--- config.mk ---
export PLATFORM = sky130hd
export DESIGN_NAME = dklc_ctrl
export DESIGN_NICKNAME = d
export VERILOG_FILES = /design/src/sv/dklc_pkg.sv /design/src/sv/dklc_ctrl.sv
export SDC_FILE = /design/constraint.sdc
export NUM_CORES = 1
export LEC_CHECK = 0
export ABC_AREA = 1
export BUFFER_PORTS_ARGS = -buffer_cell sky130_fd_sc_hd__buf_4
export CORE_AREA = 2 2 39 41
export CTS_CLUSTER_SIZE = 30
export DETAILED_ROUTE_END_ITERATION = 8
export DIE_AREA = 0 0 41 43
export GPL_ROUTABILITY_DRIVEN = 0
export PLACE_DENSITY = 0.46
export SYNTH_ARGS = -nofsm -noshare
export SYNTH_HDL_FRONTEND = slang
export SYNTH_SLANG_ARGS = --single-unit
export TNS_END_PERCENT = 30
--- constraint.sdc ---
create_clock -name i_clk -period 2.5 [get_ports i_clk]
set_input_delay 0.125 -clock i_clk [delete_from_list [all_inputs] [get_ports i_clk]]
set_output_delay 0.125 -clock i_clk [all_outputs]
set_load 0.02 [all_outputs]
--- src/sv/dklc_pkg.sv ---
// ============================================================================
// dklc_pkg
// Shared types and constants for the draw key lru cache: request and result
// payloads, and the command and status groups between controller and datapath.
// ============================================================================
package dklc_pkg;

    // default table depth
    localparam int CACHE_ENTRIES_DEF = 128;
    // width of the reported slot field
    localparam int SLOT_W = 7;
    // width of the use stamps and the use counter
    localparam int STAMP_W = 32;
    // first vertex value that marks an indexed draw
    localparam logic signed [31:0] INDEXED_FIRST = -32'sd1;

    // one draw request key, also the stored key form
    typedef struct packed {
        logic signed [31:0] first_vertex;
        logic [30:0]        draw_count;
        logic [30:0]        vertex_count;
        logic [63:0]        index_addr;
        logic               index_is_short;
        logic [63:0]        position_addr;
        logic [63:0]        normal_addr;
        logic [63:0]        color_addr;
        logic [63:0]        texcoord0_addr;
        logic [63:0]        texcoord1_addr;
        logic [4:0]         enable_mask;
        logic [1:0]         color_format;
    } t_draw_req;

    // one lookup result
    typedef struct packed {
        logic              hit;
        logic [SLOT_W-1:0] slot;
        logic              evicted_valid;
    } t_draw_res;

    // controller to datapath commands
    typedef struct packed {
        logic key_load;
        logic scan_clear;
        logic scan_issue;
        logic commit;
    } t_dp_cmd;

    // datapath to controller status
    typedef struct packed {
        logic scan_last;
    } t_dp_stat;

    // array draws ignore the index fields: they are kept as zero
    function automatic t_draw_req norm_key(input t_draw_req req);
        t_draw_req key;
        key = req;
        if (req.first_vertex != INDEXED_FIRST) begin
            key.vertex_count   = '0;
            key.index_addr     = '0;
            key.index_is_short = 1'b0;
        end
        return key;
    endfunction

endpackage

--- src/sv/dklc_ctrl.sv ---
// ============================================================================
// dklc_ctrl
// Sequencer for one lookup: accept, scan all entries, drain the compare
// stage, commit once the result register is free.
// ============================================================================
module dklc_ctrl (
    input  logic               i_clk,
    input  logic               i_rst_n,
    input  logic               i_in_valid,
    output logic               o_in_ready,
    output logic               o_out_valid,
    input  logic               i_out_ready,
    input  dklc_pkg::t_dp_stat i_stat,
    output dklc_pkg::t_dp_cmd  o_cmd
);

    localparam logic [1:0] ST_IDLE   = 2'd0;
    localparam logic [1:0] ST_SCAN   = 2'd1;
    localparam logic [1:0] ST_DRAIN  = 2'd2;
    localparam logic [1:0] ST_COMMIT = 2'd3;

    logic [1:0] r_state;
    logic [1:0] n_state;
    logic       r_out_valid;
    logic       out_free;
    logic       in_acc;

    assign o_in_ready  = (r_state == ST_IDLE);
    assign o_out_valid = r_out_valid;
    assign in_acc      = i_in_valid && o_in_ready;
    assign out_free    = !r_out_valid || i_out_ready;

    // next state and commands
    always_comb begin
        n_state          = r_state;
        o_cmd.key_load   = 1'b0;
        o_cmd.scan_clear = 1'b0;
        o_cmd.scan_issue = 1'b0;
        o_cmd.commit     = 1'b0;
        unique case (r_state)
            ST_IDLE: begin
                if (in_acc) begin
                    o_cmd.key_load   = 1'b1;
                    o_cmd.scan_clear = 1'b1;
                    n_state          = ST_SCAN;
                end
            end
            ST_SCAN: begin
                o_cmd.scan_issue = 1'b1;
                if (i_stat.scan_last) begin
                    n_state = ST_DRAIN;
                end
            end
            ST_DRAIN: begin
                n_state = ST_COMMIT;
            end
            ST_COMMIT: begin
                if (out_free) begin
                    o_cmd.commit = 1'b1;
                    n_state      = ST_IDLE;
                end
            end
            default: begin
                n_state = ST_IDLE;
            end
        endcase
    end

    // state and output valid
    always_ff @(posedge i_clk) begin
        if (!i_rst_n) begin
            r_state     <= ST_IDLE;
            r_out_valid <= 1'b0;
        end else begin
            r_state <= n_state;
            if (o_cmd.commit) begin
                r_out_valid <= 1'b1;
            end else if (i_out_ready) begin
                r_out_valid <= 1'b0;
            end
        end
    end

endmodule

==> flow_summary_export.csv, run 1 <==
group,metric,value,unit
timing,finalCriticalPeriod,1.31,ns
clocking,cts_htree_levels,1,
clocking,numClockSinks,3,
clocking,cts_tree,"built",
final_layout,layout-drive-gt1-share,0.354,
worst_setup_path,rr_worst_depth,7,
placed_design,dp_cells,60,
timing,rsz0062_at_grt,"no",
yosys,synth-xor-area-share,0,
floorplanning,start_util,0.174,
detailed_routing,post_drt_wl_per_cell,6.34,um
min_path,min_path_cells,3,
min_path,hp-class,"in -> reg",
run_status,status,"finished, final reports clean",
placed_design,dp_hpwl,373,um
final_layout,area_growth,47.4,%
detailed_routing,num_vias,240,
final_layout,antenna_cells,0,
final_layout,ff_latch_area,60.1,sq um
worst_setup_path,path_class,"reg -> out",
floorplanning,dieArea,1760,sq um
placed_design,place_ws,1.31,ns
final_layout,fill_cells,170,
floorplanning,die_h,43,um
power_and_ir_drop,ir_drop,286,uV
timing,maxSlewHeadroom,0.898,
yosys,synth_mux_area_frac,0,
detailed_routing,routed_wl,406,um
yosys,synth_simple_gate_area_frac,0.318,
clocking,ctsHoldBuffers,0,
clocking,clkTransAtPathRegs,0.03,ns
timing,min_period_over_period,0.525,
grt,track_usage,0.0631,
timing,max_freq,762,MHz
floorplanning,top_level_ports,11,
clocking,cts_max_path_buffers,2,
yosys,syn-num-nets,44,
timing,worst_slew_pin_slew,0.153,ns
yosys,netlist_instances,35,
timing,setup_viol_count_final,0,
floorplanning,core,1380,sq um
clocking,cts_made_buffers,3,
grt,antenna_found_initial,0,
power_and_ir_drop,leakage,0.206,nW
detailed_routing,drt_iter0_markers,1,
clocking,cts-root-buf,"clkbuf_4",
floorplanning,fp-row-count,14,
clocking,post_cts_resized,0,
detailed_routing,dr.pass1.iters,4,
final_layout,nets,58,
worst_setup_path,worstSetupEndpointType,"output pin",
yosys,syn_area,240,sq um
worst_setup_path,worst_setup_path_startpoint,"r_state[0]$_SDFFE_PN0P_",
timing,fin_ws,1.19,ns
flow_run,cap_violations,0,
detailed_routing,drcViolationCount,0,
grt,grt_pass1_vias,210,
yosys,synthDistinctLibCells,12,
grt,grt-ovfl-total,0,
detailed_routing,ant_nets,0,
worst_setup_path,startpoint_type,"flip-flop",
yosys,syn_area_per_cell,6.86,sq um
yosys,ys_seq_area_frac,0.250,
timing,finClkSkew,0.00127,ns
power_and_ir_drop,finalPower,407,uW
worst_setup_path,reg2reg_slack,1.32,ns
yosys,yosys_warnings,0,
grt,grt_start_max_net_pins,5,
min_path,min-delay-start,"i_rst_n",
worst_setup_path,cp_max_fo,4,
clocking,insertion_delay,0.23,ns
timing,setup_tns,0,ns
yosys,synth_top_family_by_area,"simple AND/OR/NAND/NOR gates",
detailed_routing,viasPerCell,3.75,
final_layout,final_cells,64,
yosys,synth_seq_cells,3,
worst_setup_path,arrival,1.19,ns
timing,timing.hold.ws,0.145,ns
floorplanning,die_w,41,um
worst_setup_path,regToRegStartpoint,"r_state[0]$_SDFFE_PN0P_",
placed_design,portBuffers,10,
yosys,synth_fa_ha_area_frac,0.208,
yosys,synth_compound_area_frac,0.0521,
timing,hold_viol_final,0,
worst_setup_path,critPathRequiredTime,2.38,ns
power_and_ir_drop,power.density,1150,nW/um^2
timing,maxSlewViolCount,0,
grt,grt_pass1_wl,710,um
final_layout,multi_input_area,139,sq um
clocking,cts_setup_buffers,0,
==> kinds of logic (layout without fill, tap and decap cells) <==
kind of cell               count (synthesis)  after routing
and+or+nand+nor                           16             16
buffers and inverters                     10             23
adders and majority gates                  4              4
DFF                                        3              3
AOI/OAI and AO/OA                          2              2
==> cells in the mapped netlist <==
| master | n | area share |
|---|---|---|
| a21oi_1 | 1 | 0.021 |
| nand2_2 | 3 | 0.078 |
| buf_4 | 1 | 0.031 |
| a21boi_0 | 1 | 0.031 |
| nor2_2 | 1 | 0.026 |
| nand4_1 | 2 | 0.052 |
| inv_1 | 9 | 0.14 |
| nand2_1 | 4 | 0.062 |
| dfxtp_1 | 3 | 0.25 |
| nand3_1 | 1 | 0.021 |
| nor2_1 | 5 | 0.078 |
| ha_1 | 4 | 0.21 |
==> cells in the final DEF (no fill, tap or decap) <==
cell type	instances
nand4_1	2
inv_1	9
buf_4	10
nor2_2	1
nor2_1	5
a21oi_1	1
dfxtp_1	3
clkbuf_1	1
ha_1	4
a21boi_0	1
nand2_2	3
clkbuf_4	3
nand2_1	4
nand3_1	1
==> metrics by stage <==
stage                     area [sq um]   util
after CTS                          354  0.256
after detailed placement           328  0.237
after floorplan                    240      -
final                              354  0.256
after global placement             328  0.237
after global routing               354  0.256
==> layout make-up <==
cell class	count	area share
Tap cell	16	0.0565
Timing Repair Buffer	10	0.212
Clock buffer	4	0.0742
Sequential cell	3	0.170
Inverter	9	0.0954
Multi-Input combinational cell	22	0.392
==> where the power goes <==
group / leakage (nW) / switching (mW) / total, mW / internal (mW)
Combinational: 0.166 / 0.138 / 0.242 / 0.104
Sequential: 0.0248 / 0.0171 / 0.0829 / 0.0658
Clock: 0.0150 / 0.0225 / 0.0821 / 0.0596
Total: 0.206 / 0.178 / 0.407 / 0.229
==> state kept, by name (all words and copies together), names as in the netlist <==
signal / flops
o_out_valid: 1
r_state: 2
==> final timing paths <==
path | endpoint
max | o_cmd[2]
min | r_state[0]$_SDFFE_PN0P_
max reg2reg | r_state[1]$_SDFFE_PN0P_
min reg2reg | o_out_valid$_SDFFE_PN0P_
==> layer usage <==
metal,track usage,routed length [um],vias to the layer above
met5,0,0,-
met1,0.0639,152,108
met4,0.0800,0,0
met2,0.0875,232,4
met3,0.0157,21,0
li1,-,-,128
==> critical path: stages (launching register included) <==
cell     delay, ns
dfxtp_1       0.37
inv_1         0.08
ha_1          0.25
nand2_1       0.07
inv_1         0.04
buf_4         0.15
Note: power is estimated with default switching activity, not from simulation.
==> run 2, diff against run 1 <==
- ABC_AREA: 1 -> 0
- PLACE_DENSITY: 0.46 -> 0.44
- clock period: 2.5 -> 1.4 ns (I/O delays scaled with it)
==> run 2 against run 1 <==
  * Total power is 91% higher
  * Via count fell by 20%
  * Wire length grew 4.9%
  * Sequential power increased by 110%
  * Hold slack got worse by 0.060 ns
  * Flip-flop and latch count unchanged
  * Clock power rose by 80%
  * Synthesized cell count shrank 34%
  * Register-to-register slack worse by 1.2 ns
  * Cell area increased by 7.8%
  * Clock-buffer cell count did not move
  * Clock skew is 0.0010 ns lower
==> flow_summary_export.csv, run 2 <==
group,metric,value,unit
yosys,syn_area,215,sq um
floorplanning,top_level_ports,11,
clocking,numClockSinks,3,
worst_setup_path,startpoint_type,"flip-flop",
clocking,cts_made_buffers,3,
yosys,syn-num-nets,32,
yosys,syn_area_per_cell,9.36,sq um
yosys,ys.flop_type,"dfxtp_1",
placed_design,portBuffers,10,
detailed_routing,routed_wl,426,um
worst_setup_path,worstSetupEndpointType,"flip-flop",
yosys,synthArstFlopShare,0,
floorplanning,dieArea,1760,sq um
power_and_ir_drop,leakage,0.181,nW
timing,min_period_over_period,0.913,
clocking,cts_tree,"built",
floorplanning,start_util,0.156,
grt,grt-ovfl-total,0,
grt,grt_start_max_net_pins,6,
yosys,synth_fa_ha_area_frac,0.233,
yosys,synthTopCellsByArea,"dfxtp_1, ha_1, mux2i_1, inv_1, nor2b_4",
worst_setup_path,arrival,1.43,ns
detailed_routing,drt_iter0_markers,6,
final_layout,nets,48,
yosys,synth_edf_count,0,
worst_setup_path,cp_max_fo,3,
worst_setup_path,critPathTopFamily,"flip-flops",
final_layout,final_cell_mix,"buf_4, nand2_1, clkbuf_4",
worst_setup_path,worst_setup_path_startpoint,"r_state[1]$_SDFFE_PN0P_",
final_layout,design_area,382,sq um
grt,grt_pass1_wl,676,um
flow_run,cap_violations,0,
clocking,cts_setup_buffers,0,
timing,maxSlewViolCount,0,
detailed_routing,ant_nets,0,
clocking,clkTransAtPathRegs,0.03,ns
timing,rsz0062_at_grt,"no",
yosys,yosys_warnings,0,
yosys,synth_simple_gate_area_frac,0.186,
worst_setup_path,crit_buf_inv,2,
detailed_routing,dr.pass1.iters,4,
worst_setup_path,max_stage_delay,0.36,ns
yosys,netlist_instances,23,
floorplanning,core,1380,sq um
worst_setup_path,critPathRequiredTime,1.55,ns
detailed_routing,num_vias,193,
worst_setup_path,path_class,"reg -> reg",
yosys,synth_top_family_by_area,"adder cells",
yosys,synth_compound_area_frac,0.105,
clocking,insertion_delay,0.23,ns
floorplanning,die_w,41,um
final_layout,largest-register,"r_state",
clocking,cts_max_path_buffers,2,
min_path,hp-class,"in -> reg",
timing,setup_viol_count_final,0,
grt,track_usage,0.0621,
final_layout,antenna_cells,0,
yosys,synthDistinctLibCells,12,
worst_setup_path,crit_path_top_delay_cell,"dfxtp_4",
timing,timing.hold.ws,0.0846,ns
timing,finalCriticalPeriod,1.28,ns
timing,max_freq,782,MHz
final_layout,area_growth,77.3,%
final_layout,final_core_util,0.276,
clocking,cts_htree_levels,1,
worst_setup_path,crit_chain,"inv_4 > ha_4 > a222oi_1 > buf_4 > mux2i_1",
power_and_ir_drop,ir_drop,522,uV
min_path,min-delay-start,"i_rst_n",
detailed_routing,viasPerCell,3.57,
floorplanning,fp-row-count,14,
detailed_routing,drcViolationCount,0,
detailed_routing,post_drt_wl_per_cell,7.89,um
yosys,synth_seq_cells,3,
timing,hold_viol_final,0,
final_layout,layout-drive-gt1-share,0.632,
grt,antenna_found_initial,0,
yosys,ys_seq_area_frac,0.279,
placed_design,place_area,323,sq um
worst_setup_path,regToRegStartpoint,"r_state[1]$_SDFFE_PN0P_",
timing,finClkSkew,0.000266,ns
timing,setup_tns,0,ns
grt,grt_pass1_vias,179,
yosys,netlist.area_leader.share,0.279,
timing,maxSlewHeadroom,0.818,
clocking,cts-root-buf,"clkbuf_4",
yosys,yosys-top-cells-count,"ha_1, inv_1, dfxtp_1, nand2_1, mux2i_1",
yosys,synth_mux_area_frac,0.0930,
final_layout,largest_register_ffs,2,
yosys,synth-xor-area-share,0,
timing,worst_slew_pin_slew,0.273,ns
power_and_ir_drop,power.density,2030,nW/um^2
power_and_ir_drop,finalPower,776,uW
run_status,status,"finished, final reports clean",
floorplanning,die_h,43,um
yosys,synth_area_leader_cell,"dfxtp_1",
final_layout,final_common_cell,"buf_4",
## run 2: cell types whose count changed after synthesis, sizes merged, moves of 2 or more
cell / change
mux2i: +2
nand4: -2
inv: -5
nor2: -6
nand2: -4
## run 2: stage by stage
stage	std cells	setup slack, ns
detailed placement	50	0.0459
floorplan	23	0.0152
finish	54	0.122
global route	54	0.00208
CTS	54	0.0267
global placement	50	0.0658
## run 2: cell families after synthesis
group | Yosys count
flops | 3
compound gates | 3
buf+inv | 5
simple gates | 6
mux | 2
fa+ha+maj | 4
## run 2: final timing paths
path / to / slack, ns / cells after the start
worst max-delay path: r_state[0]$_SDFFE_PN0P_ / 0.12 / 5
worst min-delay path: o_out_valid$_SDFFE_PN0P_ / 0.08 / 2
worst max register to register: r_state[0]$_SDFFE_PN0P_ / 0.12 / 5
worst min register to register: r_state[0]$_SDFFE_PN0P_ / 0.51 / 2
## run 2: what timing repair did
item | in CTS | in global routing
setup endpoints to repair | 0 | 2
hold buffers | 0 | 0
gates resized for setup | 0 | 10
## run 2: layer usage
layer	up-vias	GRT usage	wire [um]
li1	104	-	-
met1	80	0.0607	190
met2	9	0.0781	185
met3	0	0.0471	51
met4	0	0.0600	0
met5	-	0	0
## run 2: where the power goes
part	internal, mW	switching (mW)	leakage, nW
clock	0.107	0.0412	0.0150
combinational	0.233	0.223	0.140
sequential	0.132	0.0393	0.0259
total	0.472	0.304	0.181
## run 2: final cells by class
class                      instances  area (sq um)
clock buffer                       4          26.3
fill                             154          1000
inverter                           4          17.5
multi-input combinational         15           160
sequential                         3          67.6
tap                               16          20.0
timing repair buffer              12          90.1
